<file path="src/hdl/jpt_pkg.sv">
package jpt_pkg;

  // Longest path the position counter is sized for.
  localparam int MaxPathLen = 4096;
  localparam int PosW       = 12;
  localparam int PosCapInt  = (MaxPathLen - 1 > 4095) ? 4095 : MaxPathLen - 1;
  localparam logic [PosW-1:0] PosCap = PosW'(PosCapInt);

  // Characters with a role in the path grammar.
  localparam logic [7:0] ChDollar    = 8'h24;
  localparam logic [7:0] ChDot       = 8'h2E;
  localparam logic [7:0] ChLBracket  = 8'h5B;
  localparam logic [7:0] ChRBracket  = 8'h5D;
  localparam logic [7:0] ChUnderline = 8'h5F;
  localparam logic [7:0] ChQuote     = 8'h22;
  localparam logic [7:0] ChBackslash = 8'h5C;

  // Parser modes, one-hot.
  typedef enum logic [6:0] {
    ModeExpectRoot  = 7'b0000001,
    ModeTokenStart  = 7'b0000010,
    ModeAfterDot    = 7'b0000100,
    ModeUnquoted    = 7'b0001000,
    ModeQuoted      = 7'b0010000,
    ModeAfterQuote  = 7'b0100000,
    ModeBracket     = 7'b1000000
  } mode_e;

  typedef enum logic [1:0] {
    EvByte   = 2'd0,
    EvClose  = 2'd1,
    EvAccept = 2'd2,
    EvError  = 2'd3
  } ev_kind_e;

  typedef enum logic [1:0] {
    TtRoot  = 2'd0,
    TtField = 2'd1,
    TtIndex = 2'd2
  } tok_type_e;

  typedef enum logic [1:0] {
    ErrNoRoot     = 2'd0,
    ErrUnexpected = 2'd1,
    ErrArray      = 2'd2,
    ErrDescendant = 2'd3
  } err_code_e;

  // One result item as it waits in the output queue.
  typedef struct packed {
    ev_kind_e        kind;
    tok_type_e       ttype;
    logic [7:0]      tbyte;
    err_code_e       ecode;
    logic [PosW-1:0] epos;
    logic            last;
  } result_t;

  function automatic result_t mk_res(ev_kind_e kind, tok_type_e ttype, logic [7:0] tbyte,
                                     err_code_e ecode, logic [PosW-1:0] epos);
    result_t r;
    r.kind  = kind;
    r.ttype = ttype;
    r.tbyte = tbyte;
    r.ecode = ecode;
    r.epos  = epos;
    r.last  = 1'b0;
    return r;
  endfunction

  // Position increment that saturates at the counter cap.
  function automatic logic [PosW-1:0] pos_inc(logic [PosW-1:0] p);
    return (p >= PosCap) ? PosCap : p + 1'b1;
  endfunction

  function automatic logic is_digit(logic [7:0] b);
    return (b >= 8'h30) && (b <= 8'h39);
  endfunction

  function automatic logic is_field_char(logic [7:0] b);
    return is_digit(b) || ((b >= 8'h61) && (b <= 8'h7A)) ||
           ((b >= 8'h41) && (b <= 8'h5A)) || (b == ChUnderline);
  endfunction

endpackage

</file>
<file path="src/hdl/jpt_if.sv">
// Input channel: one path byte or the end marker per transaction.
interface jpt_in_if;
  logic       valid;
  logic       ready;
  logic [7:0] path_byte;
  logic       end_of_path;

  modport source (output valid, output path_byte, output end_of_path, input ready);
  modport sink (input valid, input path_byte, input end_of_path, output ready);
endinterface

// Output channel: one lexer event per transaction.
interface jpt_out_if;
  logic        valid;
  logic        ready;
  logic [1:0]  event_kind;
  logic [1:0]  token_type;
  logic [7:0]  token_byte;
  logic [1:0]  error_code;
  logic [11:0] error_position;
  logic        last_result;

  modport source (output valid, output event_kind, output token_type, output token_byte,
                  output error_code, output error_position, output last_result,
                  input ready);
  modport sink (input valid, input event_kind, input token_type, input token_byte,
                input error_code, input error_position, input last_result,
                output ready);
endinterface

</file>
<file path="src/hdl/json_path_tokenizer.sv">
// Channel  Modport  Payload
// in_i     sink     path_byte[8], end_of_path[1]
// out_o    source   event_kind[2], token_type[2], token_byte[8], error_code[2],
//                   error_position[12], last_result[1]
//
// One input transaction is taken per cycle while in_i.ready is high; its zero,
// one or two events enter a four-entry output queue in the same cycle and leave
// one per cycle while out_o.ready is high. The sustained rate is set by the
// output port: one event per cycle. in_i.ready is high while at most two events
// are queued, so a stalled sink stops input once three are queued. Reset empties
// the queue and returns the parser to expecting the root.
module json_path_tokenizer (
  input  logic clk_i,
  input  logic rst_ni,
  jpt_in_if.sink    in_i,
  jpt_out_if.source out_o
);
  import jpt_pkg::*;

  // Parser state.
  mode_e           mode_q, mode_d;
  logic            err_q, err_d;
  logic [PosW-1:0] pos_q, pos_d;
  logic [PosW-1:0] tstart_q, tstart_d;
  logic [1:0]      bcnt_q, bcnt_d;
  logic            bsodd_q, bsodd_d;
  logic            nondig_q, nondig_d;
  logic            empty_q, empty_d;

  // Output queue.
  result_t    fifo_q [4];
  logic [1:0] wr_q, rd_q;
  logic [2:0] cnt_q;

  logic       in_acc, out_pop;
  result_t    res [2];
  logic [1:0] n_res;

  assign in_i.ready = (cnt_q <= 3'd2);
  assign in_acc     = in_i.valid && in_i.ready;
  assign out_pop    = out_o.valid && out_o.ready;

  // Lexer step for the accepted transaction.
  always_comb begin
    logic [7:0] b;
    logic       do_start;
    b        = in_i.path_byte;
    do_start = 1'b0;
    mode_d   = mode_q;
    err_d    = err_q;
    pos_d    = pos_q;
    tstart_d = tstart_q;
    bcnt_d   = bcnt_q;
    bsodd_d  = bsodd_q;
    nondig_d = nondig_q;
    empty_d  = empty_q;
    res[0]   = mk_res(EvByte, TtRoot, 8'h00, ErrNoRoot, '0);
    res[1]   = res[0];
    n_res    = 2'd0;

    if (in_acc) begin
      if (in_i.end_of_path) begin
        if (!err_q) begin
          unique case (mode_q)
            ModeExpectRoot: begin
              res[0] = mk_res(EvError, TtRoot, 8'h00, ErrNoRoot, '0);
              n_res  = 2'd1;
            end
            ModeUnquoted: begin
              res[0] = mk_res(EvClose, TtField, 8'h00, ErrNoRoot, '0);
              res[1] = mk_res(EvAccept, TtRoot, 8'h00, ErrNoRoot, '0);
              n_res  = 2'd2;
            end
            ModeQuoted: begin
              res[0] = mk_res(EvError, TtRoot, 8'h00, ErrUnexpected, tstart_q);
              n_res  = 2'd1;
            end
            ModeBracket: begin
              if (empty_q || bcnt_q < 2'd2) begin
                res[0] = mk_res(EvError, TtRoot, 8'h00, ErrUnexpected, tstart_q);
              end else begin
                res[0] = mk_res(EvError, TtRoot, 8'h00, ErrArray, tstart_q);
              end
              n_res = 2'd1;
            end
            default: begin
              res[0] = mk_res(EvAccept, TtRoot, 8'h00, ErrNoRoot, '0);
              n_res  = 2'd1;
            end
          endcase
        end
        // The end marker always returns the parser to its reset state.
        mode_d   = ModeExpectRoot;
        err_d    = 1'b0;
        pos_d    = '0;
        tstart_d = '0;
        bcnt_d   = '0;
        bsodd_d  = 1'b0;
        nondig_d = 1'b0;
        empty_d  = 1'b0;
      end else begin
        if (!err_q) begin
          unique case (mode_q)
            ModeExpectRoot: begin
              if (b == ChDollar) begin
                do_start = 1'b1;
              end else begin
                res[0] = mk_res(EvError, TtRoot, 8'h00, ErrNoRoot, '0);
                n_res  = 2'd1;
                err_d  = 1'b1;
              end
            end
            ModeAfterDot: begin
              if (b == ChDot) begin
                res[0] = mk_res(EvError, TtRoot, 8'h00, ErrDescendant, tstart_q);
                n_res  = 2'd1;
                err_d  = 1'b1;
              end else begin
                do_start = 1'b1;
              end
            end
            ModeUnquoted: begin
              if (b == ChDot || b == ChLBracket) begin
                res[0]   = mk_res(EvClose, TtField, 8'h00, ErrNoRoot, '0);
                n_res    = 2'd1;
                do_start = 1'b1;
              end else if (is_field_char(b)) begin
                res[0] = mk_res(EvByte, TtField, b, ErrNoRoot, '0);
                n_res  = 2'd1;
              end else begin
                res[0] = mk_res(EvError, TtRoot, 8'h00, ErrUnexpected, tstart_q);
                n_res  = 2'd1;
                err_d  = 1'b1;
              end
            end
            ModeQuoted: begin
              if (b == ChQuote && !bsodd_q) begin
                res[0] = mk_res(EvClose, TtField, 8'h00, ErrNoRoot, '0);
                n_res  = 2'd1;
                mode_d = ModeAfterQuote;
              end else begin
                res[0]  = mk_res(EvByte, TtField, b, ErrNoRoot, '0);
                n_res   = 2'd1;
                bsodd_d = (b == ChBackslash) ? ~bsodd_q : 1'b0;
              end
            end
            ModeAfterQuote: begin
              if (b == ChDot || b == ChLBracket) begin
                do_start = 1'b1;
              end else begin
                res[0] = mk_res(EvError, TtRoot, 8'h00, ErrUnexpected, tstart_q);
                n_res  = 2'd1;
                err_d  = 1'b1;
              end
            end
            ModeBracket: begin
              if (empty_q) begin
                res[0] = mk_res(EvError, TtRoot, 8'h00, ErrArray, pos_inc(tstart_q));
                n_res  = 2'd1;
                err_d  = 1'b1;
              end else if (b == ChRBracket) begin
                if (bcnt_q == 2'd0) begin
                  empty_d = 1'b1;
                  bcnt_d  = 2'd1;
                end else if (nondig_q) begin
                  res[0] = mk_res(EvError, TtRoot, 8'h00, ErrArray, pos_inc(tstart_q));
                  n_res  = 2'd1;
                  err_d  = 1'b1;
                end else begin
                  res[0] = mk_res(EvClose, TtIndex, 8'h00, ErrNoRoot, '0);
                  n_res  = 2'd1;
                  mode_d = ModeTokenStart;
                end
              end else begin
                if (bcnt_q < 2'd2) begin
                  bcnt_d = bcnt_q + 2'd1;
                end
                if (!is_digit(b)) begin
                  nondig_d = 1'b1;
                end
                res[0] = mk_res(EvByte, TtIndex, b, ErrNoRoot, '0);
                n_res  = 2'd1;
              end
            end
            default: begin
              do_start = 1'b1;
            end
          endcase

          // Start of a new token; its events follow any close emitted above.
          if (do_start) begin
            tstart_d = pos_q;
            if (b == ChDollar) begin
              res[n_res[0]] = mk_res(EvByte, TtRoot, b, ErrNoRoot, '0);
              res[1]        = mk_res(EvClose, TtRoot, 8'h00, ErrNoRoot, '0);
              n_res         = 2'd2;
              mode_d        = ModeTokenStart;
            end else if (b == ChDot) begin
              mode_d = ModeAfterDot;
            end else if (b == ChQuote) begin
              bsodd_d = 1'b0;
              mode_d  = ModeQuoted;
            end else if (b == ChLBracket) begin
              bcnt_d   = '0;
              nondig_d = 1'b0;
              empty_d  = 1'b0;
              mode_d   = ModeBracket;
            end else if (is_field_char(b)) begin
              res[n_res[0]] = mk_res(EvByte, TtField, b, ErrNoRoot, '0);
              n_res         = n_res + 2'd1;
              mode_d        = ModeUnquoted;
            end else begin
              res[n_res[0]] = mk_res(EvError, TtRoot, 8'h00, ErrUnexpected, pos_q);
              n_res         = n_res + 2'd1;
              err_d         = 1'b1;
            end
          end
        end
        pos_d = pos_inc(pos_q);
      end
    end

    // Mark the final event of this transaction.
    if (n_res == 2'd1) begin
      res[0].last = 1'b1;
    end else if (n_res == 2'd2) begin
      res[1].last = 1'b1;
    end
  end

  // Parser state registers.
  always_ff @(posedge clk_i or negedge rst_ni) begin
    if (!rst_ni) begin
      mode_q   <= ModeExpectRoot;
      err_q    <= 1'b0;
      pos_q    <= '0;
      tstart_q <= '0;
      bcnt_q   <= '0;
      bsodd_q  <= 1'b0;
      nondig_q <= 1'b0;
      empty_q  <= 1'b0;
    end else begin
      mode_q   <= mode_d;
      err_q    <= err_d;
      pos_q    <= pos_d;
      tstart_q <= tstart_d;
      bcnt_q   <= bcnt_d;
      bsodd_q  <= bsodd_d;
      nondig_q <= nondig_d;
      empty_q  <= empty_d;
    end
  end

  // Queue pointers and fill count.
  always_ff @(posedge clk_i or negedge rst_ni) begin
    if (!rst_ni) begin
      wr_q  <= '0;
      rd_q  <= '0;
      cnt_q <= '0;
    end else begin
      wr_q  <= wr_q + n_res;
      rd_q  <= rd_q + {1'b0, out_pop};
      cnt_q <= cnt_q + {1'b0, n_res} - {2'b00, out_pop};
    end
  end

  // Queue payload, up to two writes per cycle.
  always_ff @(posedge clk_i) begin
    if (n_res != 2'd0) begin
      fifo_q[wr_q] <= res[0];
    end
    if (n_res == 2'd2) begin
      fifo_q[wr_q + 2'd1] <= res[1];
    end
  end

  // Head of the queue drives the output channel.
  assign out_o.valid          = (cnt_q != 3'd0);
  assign out_o.event_kind     = fifo_q[rd_q].kind;
  assign out_o.token_type     = fifo_q[rd_q].ttype;
  assign out_o.token_byte     = fifo_q[rd_q].tbyte;
  assign out_o.error_code     = fifo_q[rd_q].ecode;
  assign out_o.error_position = fifo_q[rd_q].epos;
  assign out_o.last_result    = fifo_q[rd_q].last;

endmodule
</file>
<file path="src/flat_wrapper.sv">
// flat-port wrapper written by rule: the top's interface ports become plain ports
module json_path_tokenizer_flat import jpt_pkg::*;
  (clk_i, rst_ni, in_i_valid, in_i_path_byte, in_i_end_of_path, in_i_ready, out_o_valid, out_o_event_kind, out_o_token_type, out_o_token_byte, out_o_error_code, out_o_error_position, out_o_last_result, out_o_ready);
  jpt_in_if in_i_i ();
  jpt_out_if out_o_i ();
  input  logic clk_i;
  input  logic rst_ni;
  input wire logic [$bits(in_i_i.valid)-1:0] in_i_valid;
  input wire logic [$bits(in_i_i.path_byte)-1:0] in_i_path_byte;
  input wire logic [$bits(in_i_i.end_of_path)-1:0] in_i_end_of_path;
  output wire logic [$bits(in_i_i.ready)-1:0] in_i_ready;
  output wire logic [$bits(out_o_i.valid)-1:0] out_o_valid;
  output wire logic [$bits(out_o_i.event_kind)-1:0] out_o_event_kind;
  output wire logic [$bits(out_o_i.token_type)-1:0] out_o_token_type;
  output wire logic [$bits(out_o_i.token_byte)-1:0] out_o_token_byte;
  output wire logic [$bits(out_o_i.error_code)-1:0] out_o_error_code;
  output wire logic [$bits(out_o_i.error_position)-1:0] out_o_error_position;
  output wire logic [$bits(out_o_i.last_result)-1:0] out_o_last_result;
  input wire logic [$bits(out_o_i.ready)-1:0] out_o_ready;
  assign in_i_i.valid = in_i_valid;
  assign in_i_i.path_byte = in_i_path_byte;
  assign in_i_i.end_of_path = in_i_end_of_path;
  assign in_i_ready = in_i_i.ready;
  assign out_o_valid = out_o_i.valid;
  assign out_o_event_kind = out_o_i.event_kind;
  assign out_o_token_type = out_o_i.token_type;
  assign out_o_token_byte = out_o_i.token_byte;
  assign out_o_error_code = out_o_i.error_code;
  assign out_o_error_position = out_o_i.error_position;
  assign out_o_last_result = out_o_i.last_result;
  assign out_o_i.ready = out_o_ready;
  json_path_tokenizer u_core (.clk_i(clk_i), .rst_ni(rst_ni), .in_i(in_i_i), .out_o(out_o_i));
endmodule
</file>
<file path="config.mk">
export PLATFORM = sky130hd
export DESIGN_NAME = json_path_tokenizer_flat
export DESIGN_NICKNAME = d
export VERILOG_FILES = /design/src/hdl/jpt_pkg.sv /design/src/hdl/jpt_if.sv /design/src/hdl/json_path_tokenizer.sv /design/src/flat_wrapper.sv
export SDC_FILE = /design/constraint.sdc
export NUM_CORES = 1
export LEC_CHECK = 0
export ABC_AREA = 1
export BUFFER_PORTS_ARGS = -buffer_cell sky130_fd_sc_hd__clkbuf_2
export CORE_UTILIZATION = 40
export DETAILED_ROUTE_END_ITERATION = 7
export PLACE_DENSITY_LB_ADDON = 0.25
export SLEW_MARGIN = 30
export SYNTH_ARGS = -nofsm -noshare
export SYNTH_HDL_FRONTEND = slang
export SYNTH_SLANG_ARGS = --single-unit
</file>
<file path="constraint.sdc">
create_clock -name clk_i -period 3.8 [get_ports clk_i]
set_clock_uncertainty 0.15 [all_clocks]
set_input_delay 0.57 -clock clk_i [delete_from_list [all_inputs] [get_ports clk_i]]
set_output_delay 0.57 -clock clk_i [all_outputs]
set_load 0.03 [all_outputs]
</file>
# Word level (Yosys, flattened, before mapping)

Memories as Yosys holds them, arrays and structs flattened.
Cells that the tools add are included.

Logic and storage cells: 220
Flip-flop bits (word level): 44
Output and inout bits: 29
Latch bits: 0
Memories kept: 1
Memory bits (writable): 108
Memory bits (read-only): 0

Magnitude comparators: 12
Muxes and demuxes: 147
Div/mod/pow operators: 0
Reduce and logical (&&, ||, !) cells: 22
$add $sub $neg: 9
Multipliers: 0
Bitwise gates (word level): 2
Shift operators: 0
Eq/ne operators: 16

Memories:

| memory        | words | width | rd ports | clocked after Yosys merged registers in | write ports | line                      | text |
|---|---|---|---|---|---|---|---|
| u_core.fifo_q | 4     | 27    | 1        | 0                                       | 2           | json_path_tokenizer.sv:31 | `result_t fifo_q [4];` |

Operator list:

| kind                                                               | count |
|---|---|
| 2-to-1 mux 54 bit                                                  | 10 |
| 2-to-1 mux 27 bit                                                  | 14 |
| bitwise mux 54 bit                                                 | 3 |
| case mux 27 bit (6 select lines)                                   | 1 |
| case mux 27 bit (4 select lines)                                   | 1 |
| 2-to-1 mux 7 bit                                                   | 13 |
| 2-to-1 mux 12 bit                                                  | 6 |
| 2-to-1 mux 1 bit                                                   | 66 |
| 2-to-1 mux 2 bit                                                   | 26 |
| == test 8 x 7 -> 1 bit (second input constant)                     | 4 |
| demux 27 bit (select 1 bit)                                        | 1 |
| 2-to-1 mux 26 bit                                                  | 1 |
| adder 12 x 1 -> 12 bit (second input constant)                     | 2 |
| == test 8 x 6 -> 1 bit (second input constant)                     | 3 |
| greater-or-equal comparator 12 bit (second input constant)         | 2 |
| greater-or-equal comparator 8 x 7 -> 1 bit (second input constant) | 2 |
| <= comparator 8 x 7 -> 1 bit (second input constant)               | 2 |
| 2-to-1 mux 15 bit                                                  | 1 |
| case mux 7 bit (2 select lines)                                    | 1 |
| case mux 2 bit (5 select lines)                                    | 1 |
| greater-or-equal comparator 8 x 6 -> 1 bit (second input constant) | 1 |
| <= comparator 8 x 6 -> 1 bit (second input constant)               | 1 |
| == test 7 x 1 -> 1 bit (second input constant)                     | 1 |
| == test 7 x 3 -> 1 bit (second input constant)                     | 1 |
| 29 further kinds                                                   | 44 |

# Depth between registers and ports, before layout

Gate-level depths: netlist (run 1).

Word-level depth: 25
Depth in mapped cells: 22
Mapped depth without buffers: 20

# Worst setup path before layout (run 1)

OpenSTA, ideal clock, no wires.

Path kind: in2reg
Start: input in_i_path_byte[1]
End: memory u_core.fifo_q[2][0] (netlist bit) (enable)
Cell stages on the path: 19
Required time: 3.266 ns
Slack: 0.217 ns
Data arrival time: 3.049 ns
Cell sequence: buf_2 inv_1 nand2_1 nor2_1 nand2_1 nand2_1 inv_1 nor2_1 nand3_1 ha_1 inv_1 nand3_1 nand3_1 nand2_1 nand2_4 buf_6 nand2_1 nand2_1 nand2_1

RTL lines:

| element         | line                      | text |
|---|---|---|
| start, declared | flat_wrapper.sv:9         | `input wire logic [$bits(in_i_i.path_byte)-1:0] in_i_path_byte;` |
| end, declared   | json_path_tokenizer.sv:31 |  |

# Final worst setup path (run 1)

Start: register u_core.mode_q[0]
End: register u_core.cnt_q[2]

Longest elaborated chain between the ends: 17

Ends and longest elaborated chain:

| element                                                          | line                                                   | text |
|---|---|---|
| start, declared                                                  | json_path_tokenizer.sv:21                              | `mode_e mode_q, mode_d;` |
| start signal, assigned                                           | json_path_tokenizer.sv:234                             | `mode_q <= ModeExpectRoot;` |
| start signal, assigned                                           | json_path_tokenizer.sv:243                             | `mode_q <= mode_d;` |
| == test 7 x 4 -> 1 bit or == test 7 x 5 -> 1 bit (tied branches) | json_path_tokenizer.sv:64, json_path_tokenizer.sv:103  |  |
| OR reduction 2 bit (no line)                                     | --                                                     |  |
| case mux 2 bit (5 select lines)                                  | json_path_tokenizer.sv:103                             | `unique case (mode_q)` |
| 2-to-1 mux 2 bit                                                 | json_path_tokenizer.sv:102                             | `if (!err_q) begin` |
| 2-to-1 mux 2 bit                                                 | json_path_tokenizer.sv:62                              | `if (in_i.end_of_path) begin` |
| 2-to-1 mux 2 bit                                                 | json_path_tokenizer.sv:61                              | `if (in_acc) begin` |
| adder 2 x 1 -> 2 bit                                             | json_path_tokenizer.sv:210, json_path_tokenizer.sv:214 |  |
| 2-to-1 mux 2 bit                                                 | json_path_tokenizer.sv:203                             | `end else if (b == ChLBracket) begin` |
| 2-to-1 mux 2 bit                                                 | json_path_tokenizer.sv:200                             | `end else if (b == ChQuote) begin` |
| 2-to-1 mux 2 bit                                                 | json_path_tokenizer.sv:198                             | `end else if (b == ChDot) begin` |
| 2-to-1 mux 2 bit                                                 | json_path_tokenizer.sv:193                             | `if (b == ChDollar) begin` |
| 2-to-1 mux 2 bit                                                 | json_path_tokenizer.sv:191                             | `if (do_start) begin` |
| 2-to-1 mux 2 bit                                                 | json_path_tokenizer.sv:102                             |  |
| 2-to-1 mux 2 bit *                                               | json_path_tokenizer.sv:62                              |  |
| 2-to-1 mux 2 bit *                                               | json_path_tokenizer.sv:61                              |  |
| adder 3 x 2 -> 3 bit *                                           | json_path_tokenizer.sv:263                             | `cnt_q <= cnt_q + {1'b0, n_res} - {2'b00, out_pop};` |
| subtractor 3 x 1 -> 3 bit *                                      | json_path_tokenizer.sv:263                             |  |
| end signal, assigned                                             | json_path_tokenizer.sv:263                             |  |
| end, declared                                                    | json_path_tokenizer.sv:33                              | `logic [2:0] cnt_q;` |

Every way passes the cells marked *; elsewhere a longest branch is shown, timed or not. The select of a mux whose other input is x is not followed.
A chain may end at the register's enable or synchronous reset.

==> results of run 1 <==
-- synth_stat cells (all sizes together) --
cell type    n
nor2       153
a21boi       1
o2111ai      1
a31oi        6
dfrtp       43
a32oi        1
fa           1
o22ai       44
xnor2        4
nor3        16
a211oi       1
inv        180
xor2        12
nand2      236
buf         21
edfxtp     108
o211ai       3
ha          10
o21a         1
or2          1
dfstp        1
o21ai      116
nand4       15
clkinv       1
and3         1
a21oi       29
nor4         6
clkbuf      21
nand3       44
nand3b       1
-- sequential cells by signal, indices dropped and copies added, names as in the netlist --
name and flops:
u_core.nondig_q 1, u_core.empty_q 1, u_core.bcnt_q 2, u_core.bsodd_q 1, u_core.cnt_q 3, u_core.wr_q 2, u_core.mode_q 7, u_core.pos_q 12
u_core.fifo_q 108, u_core.rd_q 2, u_core.tstart_q 12, u_core.err_q 1
-- cell families (layout without fill, tap and decap cells) --
group	after synthesis	in the layout	share of synthesized area
fa+ha+maj	11	11	0.0164
flops	152	152	0.492
simple gates	473	473	0.239
compound gates	203	203	0.129
buf+inv	223	276	0.107
xor+xnor	16	16	0.0159
-- worst max-delay path by stage --
stage | startpoint | end | slack (ps) | depth (start not counted)
after floorplan | in_i_path_byte[1] | u_core.fifo_q[2][0]$_DFFE_PP_ | 220 | 19
after detailed placement | in_i_path_byte[7] | u_core.cnt_q[2]$_DFF_PN0_ | 180 | 21
after CTS | u_core.mode_q[0]$_DFFE_PN1P_ | u_core.cnt_q[2]$_DFF_PN0_ | 510 | 19
after global placement | in_i_path_byte[7] | u_core.cnt_q[2]$_DFF_PN0_ | 250 | 21
final | u_core.mode_q[0]$_DFFE_PN1P_ | u_core.cnt_q[2]$_DFF_PN0_ | 530 | 19
after global routing | u_core.mode_q[0]$_DFFE_PN1P_ | u_core.cnt_q[2]$_DFF_PN0_ | 250 | 19
-- final cells by class --
class | instances | area share
sequential | 152 | 0.439
multi-input combinational | 703 | 0.358
inverter | 181 | 0.0692
clock buffer | 18 | 0.0434
timing repair buffer | 64 | 0.0407
tap | 275 | 0.0348
clock inverter | 13 | 0.0148
-- worst reg2reg max path: cells and delay by family (launching register included) --
kind	cells	cell delay, ps
AND/OR/NAND/NOR	11	1180
flip-flops	1	530
buffers and inverters	3	200
XOR/XNOR	2	340
adder cells (fa/ha/maj)	3	810
-- layer usage --
layer / GRT usage / part of all wire
met1: 0.279 / 0.46
met2: 0.336 / 0.46
met3: 0.0406 / 0.065
met5: 0 / 0
met4: 0.0606 / 0.015
-- report_power, final --
group	total (mW)	internal, mW	switching [mW]
clock network	1.68	0.972	0.703
registers	2.32	2.14	0.177
logic	3.01	0.842	2.17
total	7.01	3.96	3.05
-- per-stage QoR --
| step | cell area [sq um] | total power, mW |
|---|---|---|
| 2_1_floorplan | 8830 | 4.55 |
| 3_3_place_gp | 9310 | 5.34 |
| 3_5_place_dp | 9310 | 5.38 |
| 4_1_cts | 9890 | 7.06 |
| 5_1_grt | 9890 | 7.45 |
| 6_report | 9890 | 7.01 |
==> flow_summary.toml, run 1 <==
[status]
status = "finished with violations"
violations = "negative hold slack"

[timing]
post-route-period-util = 0.861
worst-slew-pin-transition_ps = 905
slew_violations = 0
hold_viol_final = 20
finalSetupViolations = 0
fin_hold_ws_ps = -9.05
tns_ps = 0
worst_slack_ps = 527
layout_min_cycle_time_ps = 3270
max_freq_mhz = 306
rsz0062_at_grt = "false"
relSlewSlack = 0.393

[floorplanning]
initial_core_util = 0.413
dieWidth_microns = 151
fp.dieH_microns = 151
fp-row-count = 53
boundaryPins = 42
fp.coreArea_sq_mm = 0.0214
die_area_sq_mm = 0.0227

[cts]
clk_latency_ps = 420
htreeDepth = 4
postCtsSetupRepairBufs = 0
clock-sinks = 152
cts_tree = "built"
ctsHoldBuffers = 0
cts_inserted_buffers = 17
clock_path_buffers = 2
clkTransAtPathRegs_ps = 60
cts-resized-gates = 0
cts_root_buf = "clkbuf_16"

[routing]
wire_per_inst_microns = 15.7
drt-pass1-iter-count = 6
drt-total-wl_mm = 22.1
ant_nets = 0
vias = 7253
viasPerCell = 5.16
drc = 0
drt_iter0_drc = 706

[synthesis]
yosysTopAreaCell = "edfxtp_1"
avgSynthCellArea_sq_um = 8.19
netlist_top_cells_area = "edfxtp_1, dfrtp_1, nand2_1"
ys_ff_latch = 152
yosysSeqAreaShare = 0.492
syn-cell-area_sq_mm = 0.00883
syn-num-nets = 1102
synth_top_cell_area_share = 0.367
yosysWarningCount = 0
syn_inst = 1078
ys_types = 46

[critical_path]
worstPathCellList = "nor2_2 -> nand2_2 -> nor2_1 -> nand3_1 -> nand2_1 -> nor2_1 -> nand3_1 -> ha_1 -> inv_1 -> nand3_1 -> nand3_1 -> nand2_1 -> nand2_4 -> inv_2 -> ha_1 -> inv_1 -> fa_1 -> xnor2_1 -> xor2_1"
crit_top_cell = "nand3_1"
cp_data_required_time_ps = 4000
cp-end-kind = "register"
path_class = "register to register"
setup.worst_path.start_class = "register"
rr_worst_depth = 19
crit_buf_inv = 3
rrSetupSlack_ps = 530
crit_family = "simple AND/OR/NAND/NOR gates"
arrival_ps = 3480
slowest_stage = "dfstp_2"
critPathMaxStageDelay_ps = 530
regToRegStartpoint = "u_core.mode_q[0]$_DFFE_PN1P_"
r2r_end = "u_core.cnt_q[2]$_DFF_PN0_"
crit_fanout = 14

[layout]
num-fill-cells = 2079
area_growth_pct = 12.0
diodes = 0
layout_common_cells = "nand2_1, inv_1, nor2_1"
multi_input_area_sq_mm = 0.00354
drive_above_1_share = 0.138
layoutNonFillerInstCount = 1406
regArea_sq_mm = 0.00435
nets = 1143
final_common_cell = "nand2_1"
utilization = 0.463

[place]
placed_cells = 1375
globalplace.congestion = 0.899
dp_slack_ps = 181
port_buffers = 41
dp_hpwl_mm = 15.3

[power_and_ir_drop]
power.leakage_nw = 4.63
cellPowerDensity_mw_per_mm2 = 709
irDropWorstVdd_uv = 410

[global_route]
grt_pass1_wl_mm = 35.9
grt_pass1_vias = 6840
overflow = 0
antenna_found_initial = 0
grt_max_degree = 56
track_usage = 0.207

[worst_hold_path]
hold_class = "primary input to async pin"

[job]
drv_cap = 0
No activity file was read; power rests on OpenSTA's default activity.
==> run 2, diff against run 1 <==
--- a/config.mk
+++ b/config.mk
@@ -7,7 +7,7 @@
 export LEC_CHECK = 0
 export ABC_AREA = 1
 export BUFFER_PORTS_ARGS = -buffer_cell sky130_fd_sc_hd__clkbuf_2
-export CORE_UTILIZATION = 40
+export CORE_UTILIZATION = 37
 export DETAILED_ROUTE_END_ITERATION = 7
 export PLACE_DENSITY_LB_ADDON = 0.25
 export SLEW_MARGIN = 30
==> flow_summary.toml, run 2 (synthesis results as in run 1) <==
[global_route]
grt_pass1_vias = 6936
antenna_found_initial = 0
grt_pass1_wl_mm = 36.6
met3_usage = 0.0318
met1_usage = 0.258
track_usage = 0.195
grt_max_degree = 56
overflow = 0
top_usage_layer = "met2"
grt_util_met2 = 0.331

[floorplanning]
dieWidth_microns = 156
fp.dieH_microns = 156
boundaryPins = 42
die_area_sq_mm = 0.0245
initial_core_util = 0.377
fp.coreArea_sq_mm = 0.0234
fp-row-count = 56

[critical_path]
critPathMaxStageDelay_ps = 540
rr_worst_depth = 19
crit_buf_inv = 3
path_class = "register to register"
cp_data_required_time_ps = 4000
crit_fanout = 14
r2r_end = "u_core.cnt_q[2]$_DFF_PN0_"
crit_family = "simple AND/OR/NAND/NOR gates"
worstPathCellList = "nor2_2 -> nand2_2 -> nor2_1 -> nand3_1 -> nand2_1 -> nor2_1 -> nand3_1 -> ha_1 -> inv_1 -> nand3_1 -> nand3_1 -> nand2_1 -> nand2_4 -> inv_2 -> ha_1 -> inv_1 -> fa_1 -> xnor2_1 -> xor2_1"
arrival_ps = 3540
rrSetupSlack_ps = 470
crit_top_cell = "nand3_1"
slowest_stage = "dfstp_2"
cp-end-kind = "register"
setup.worst_path.start_class = "register"
regToRegStartpoint = "u_core.mode_q[0]$_DFFE_PN1P_"

[place]
port_buffers = 41
dp_slack_ps = 134
dp_hpwl_mm = 15.7
placed_cells = 1422
globalplace.congestion = 0.904

[routing]
wire_per_inst_microns = 15.5
drt-total-wl_mm = 22.6
drt-pass1-iter-count = 5
drc = 0
drt_iter0_drc = 683
ant_nets = 0
vias = 7166
viasPerCell = 4.93

[layout]
num-fill-cells = 2427
layoutNonFillerInstCount = 1454
reg.largest.list = "u_core.fifo_q x108, u_core.pos_q x12, u_core.tstart_q x12"
nets = 1146
diodes = 0
area_growth_pct = 13.0
largest_reg_flops = 108
layout_common_cells = "nand2_1, inv_1, nor2_1"
final_common_cell = "nand2_1"
drive_above_1_share = 0.143
regMostFlops = "u_core.fifo_q"

[timing]
max_freq_mhz = 300
tns_ps = 0
slew_violations = 0
worst_slack_ps = 468
fin_hold_ws_ps = 36.0
relSlewSlack = 0.522
post-route-period-util = 0.877
hold_viol_final = 0
finalSetupViolations = 0
rsz0062_at_grt = "false"
worst-slew-pin-transition_ps = 716
layout_min_cycle_time_ps = 3330

[cts]
ctsHoldBuffers = 0
clkTransAtPathRegs_ps = 70
cts_tree = "built"
cts_inserted_buffers = 17
postCtsSetupRepairBufs = 0
cts_root_buf = "clkbuf_16"
cts-resized-gates = 0
clock-sinks = 152
htreeDepth = 4
clk_latency_ps = 430
clock_path_buffers = 2

[power_and_ir_drop]
irDropWorstVdd_uv = 290
p_total_mw = 7.08
power.leakage_nw = 4.67
cellPowerDensity_mw_per_mm2 = 710

[status]
status = "finished, final reports clean"

[job]
drv_cap = 0

[worst_hold_path]
hold_class = "primary input to async pin"
==> run 2: cell count changes in the layout (fill, tap and decap cells not counted), sizes merged <==
| cell | change |
|---|---|
| buf | +3 |
| bufinv | -1 |
| clkbuf | -1 |
| clkinv | +1 |
| clkinvlp | -3 |
| inv | +5 |
==> run 2: layout make-up <==
type,count,area (sq um),area share
flip-flops and latches,152,4350,0.436
multi-input cells,703,3540,0.354
inverters,181,684,0.0686
clock buffers,17,425,0.0426
repair buffers,67,425,0.0426
well taps,319,399,0.0400
clock inverters,15,161,0.0162
==> run 2: report_power, final <==
part / total, mW / internal [mW] / switching (mW) / leakage, nW
Sequential: 2.32 / 2.14 / 0.179 / 1.57
Combinational: 3.05 / 0.849 / 2.20 / 2.80
Clock: 1.72 / 0.934 / 0.782 / 0.289
Total: 7.08 / 3.92 / 3.16 / 4.67
==> run 2: worst max-delay path by stage <==
stage | startpoint | endpoint | depth (start not counted)
floorplan | in_i_path_byte[1] | u_core.fifo_q[2][0]$_DFFE_PP_ | 19
global placement | in_i_path_byte[7] | u_core.cnt_q[2]$_DFF_PN0_ | 21
detailed placement | in_i_path_byte[7] | u_core.cnt_q[2]$_DFF_PN0_ | 21
CTS | u_core.mode_q[0]$_DFFE_PN1P_ | u_core.cnt_q[2]$_DFF_PN0_ | 19
global route | u_core.mode_q[4]$_DFFE_PN0P_ | u_core.cnt_q[2]$_DFF_PN0_ | 19
finish | u_core.mode_q[0]$_DFFE_PN1P_ | u_core.cnt_q[2]$_DFF_PN0_ | 19
==> run 2: per-layer routing <==
metal  wire length, microns  vias up  part of all wire
met5                      0        -                 0
met2                  10800      167              0.48
met4                    262        0             0.012
met3                    984       23             0.044
met1                  10500     3358              0.46
li1                       -     3618                 -
==> run 2: through the flow <==
step	instance area [sq um]	utilization
3_5_place_dp	9390	0.401
5_1_grt	9980	0.426
4_1_cts	9980	0.426
2_1_floorplan	8830	-
6_report	9980	0.426
3_3_place_gp	9390	0.401
==> run 3, diff against run 2 <==
--- a/config.mk
+++ b/config.mk
@@ -7,6 +7,8 @@
 export LEC_CHECK = 0
 export ABC_AREA = 1
 export BUFFER_PORTS_ARGS = -buffer_cell sky130_fd_sc_hd__clkbuf_2
+export CELL_PAD_IN_SITES_DETAIL_PLACEMENT = 1
+export CELL_PAD_IN_SITES_GLOBAL_PLACEMENT = 2
 export CORE_UTILIZATION = 37
 export DETAILED_ROUTE_END_ITERATION = 7
 export PLACE_DENSITY_LB_ADDON = 0.25
==> flow_summary.toml, run 3 (synthesis results as in run 1) <==
[layout]
largest_reg_flops = 108
area_growth_pct = 14.4
reg.largest.list = "u_core.fifo_q x108, u_core.pos_q x12, u_core.tstart_q x12"
final_common_cell = "nand2_1"
diodes = 0
num-fill-cells = 2881
regMostFlops = "u_core.fifo_q"
nets = 1153
drive_above_1_share = 0.146
layout_common_cells = "nand2_1, inv_1, nor2_1"

[routing]
wl_met3_microns = 694
drc = 0
wire_per_inst_microns = 17.6
drt-pass1-iter-count = 5
m1WireLength_mm = 12.3
drt-total-wl_mm = 25.6
viasPerCell = 5.00
top_layer = "met4"
drt_iter0_drc = 376
ant_nets = 0
vias = 7311
wl_met2_mm = 12.2

[cts]
clkTransAtPathRegs_ps = 70
cts_root_buf = "clkbuf_16"
cts_tree = "built"
ctsHoldBuffers = 0
htreeDepth = 4
postCtsSetupRepairBufs = 0
cts-resized-gates = 0
clock_path_buffers = 2
cts_inserted_buffers = 17
clk_latency_ps = 430
clock-sinks = 152

[critical_path]
crit_family = "simple AND/OR/NAND/NOR gates"
cp-end-kind = "register"
worstPathCellList = "nor2_4 -> nand2_2 -> nor2_1 -> nand2_1 -> nand2_1 -> nor2_1 -> nand3_1 -> ha_1 -> inv_1 -> nand3_1 -> nand3_1 -> nand2_1 -> nand2_4 -> buf_4 -> nand3_4 -> nand2_1 -> buf_4"
crit_buf_inv = 3
crit_fanout = 10
rr_worst_depth = 17
regToRegStartpoint = "u_core.mode_q[4]$_DFFE_PN0P_"
arrival_ps = 3220
endpoint = "u_core.fifo_q[2][1]$_DFFE_PP_"
path_class = "register to register"
crit_top_cell = "nand2_1"
setup.worst_path.start_class = "register"
cp_data_required_time_ps = 3780
slowest_stage = "dfrtp_1"
crit_start = "u_core.mode_q[4]$_DFFE_PN0P_"
cp.depth = 17
r2r_end = "u_core.fifo_q[2][1]$_DFFE_PP_"
rrSetupSlack_ps = 550
critPathMaxStageDelay_ps = 470

[worst_hold_path]
hold_class = "primary input to async pin"

[global_route]
grt_pass1_wl_mm = 41.4
overflow = 0
grt_max_degree = 56
track_usage = 0.223
grt_pass1_vias = 7485
antenna_found_initial = 0

[power_and_ir_drop]
power.leakage_nw = 4.73
irDropWorstVdd_uv = 280
cellPowerDensity_mw_per_mm2 = 724

[floorplanning]
fp.dieH_microns = 156
boundaryPins = 42
dieWidth_microns = 156
fp-row-count = 56
die_area_sq_mm = 0.0245
fp.coreArea_sq_mm = 0.0234
initial_core_util = 0.377

[timing]
worst-slew-pin-transition_ps = 740
relSlewSlack = 0.506
rsz0062_at_grt = "false"
finalSetupViolations = 0
max_freq_mhz = 308
worst_slack_ps = 552
slew_violations = 0
tns_ps = 0
post-route-period-util = 0.855
layout_min_cycle_time_ps = 3250
hold_viol_final = 0

[job]
drv_cap = 0

[place]
globalplace.congestion = 0.852
dp_slack_ps = 214
dp_hpwl_mm = 18.2
port_buffers = 41

[status]
status = "finished, final reports clean"
-- run 3: metal layers --
layer  vias to the layer above  track usage
met1                      3546        0.300
met2                        98        0.371
met5                         -            0
met4                         0       0.0738
met3                        30       0.0274
li1                       3637            -
-- run 3: worst min path at each step --
| stage | to | slack (ps) |
|---|---|---|
| final | u_core.pos_q[9]$_DFFE_PN0P_ | 30 |
| after global routing | u_core.pos_q[9]$_DFFE_PN0P_ | 90 |
| after CTS | u_core.pos_q[9]$_DFFE_PN0P_ | 50 |
| after detailed placement | u_core.cnt_q[2]$_DFF_PN0_ | 360 |
| after global placement | u_core.cnt_q[2]$_DFF_PN0_ | 350 |
| after floorplan | u_core.bcnt_q[0]$_DFFE_PN0P_ | 120 |
-- run 3: cell type report --
cell class                 count  area (sq um)  share of cell area
multi-input combinational    703          3540               0.350
clock buffer                  18           429              0.0425
timing repair buffer          74           503              0.0498
tap                          319           399              0.0395
inverter                     181           684              0.0678
clock inverter                14           204              0.0202
sequential                   152          4350               0.430
-- run 3: worst reg2reg max path: cells and delay by family, from the launching register on --
family                   cells  cell delay, ps
adder cells (fa/ha/maj)      1             240
buffers and inverters        3             500
flip-flops                   1             470
AND/OR/NAND/NOR             13            1600
-- run 3: power breakdown --
part	total, mW	switching, mW	internal, mW
Clock	1.86	0.793	1.07
Combinational	3.13	2.24	0.888
Sequential	2.32	0.182	2.14
Total	7.31	3.22	4.10
-- run 3: per-stage QoR --
step                instance area, sq um  hold slack [ps]  total power [mW]   util  instances
global route                       10100             86.6              7.79  0.432       1461
detailed placement                  9470              356              5.52  0.405       1429
finish                             10100             29.4              7.31  0.432       1461
global placement                    9470              350              5.48  0.405       1429
floorplan                           8830              124              4.55      -       1078
CTS                                10100             53.6              7.40  0.432       1461
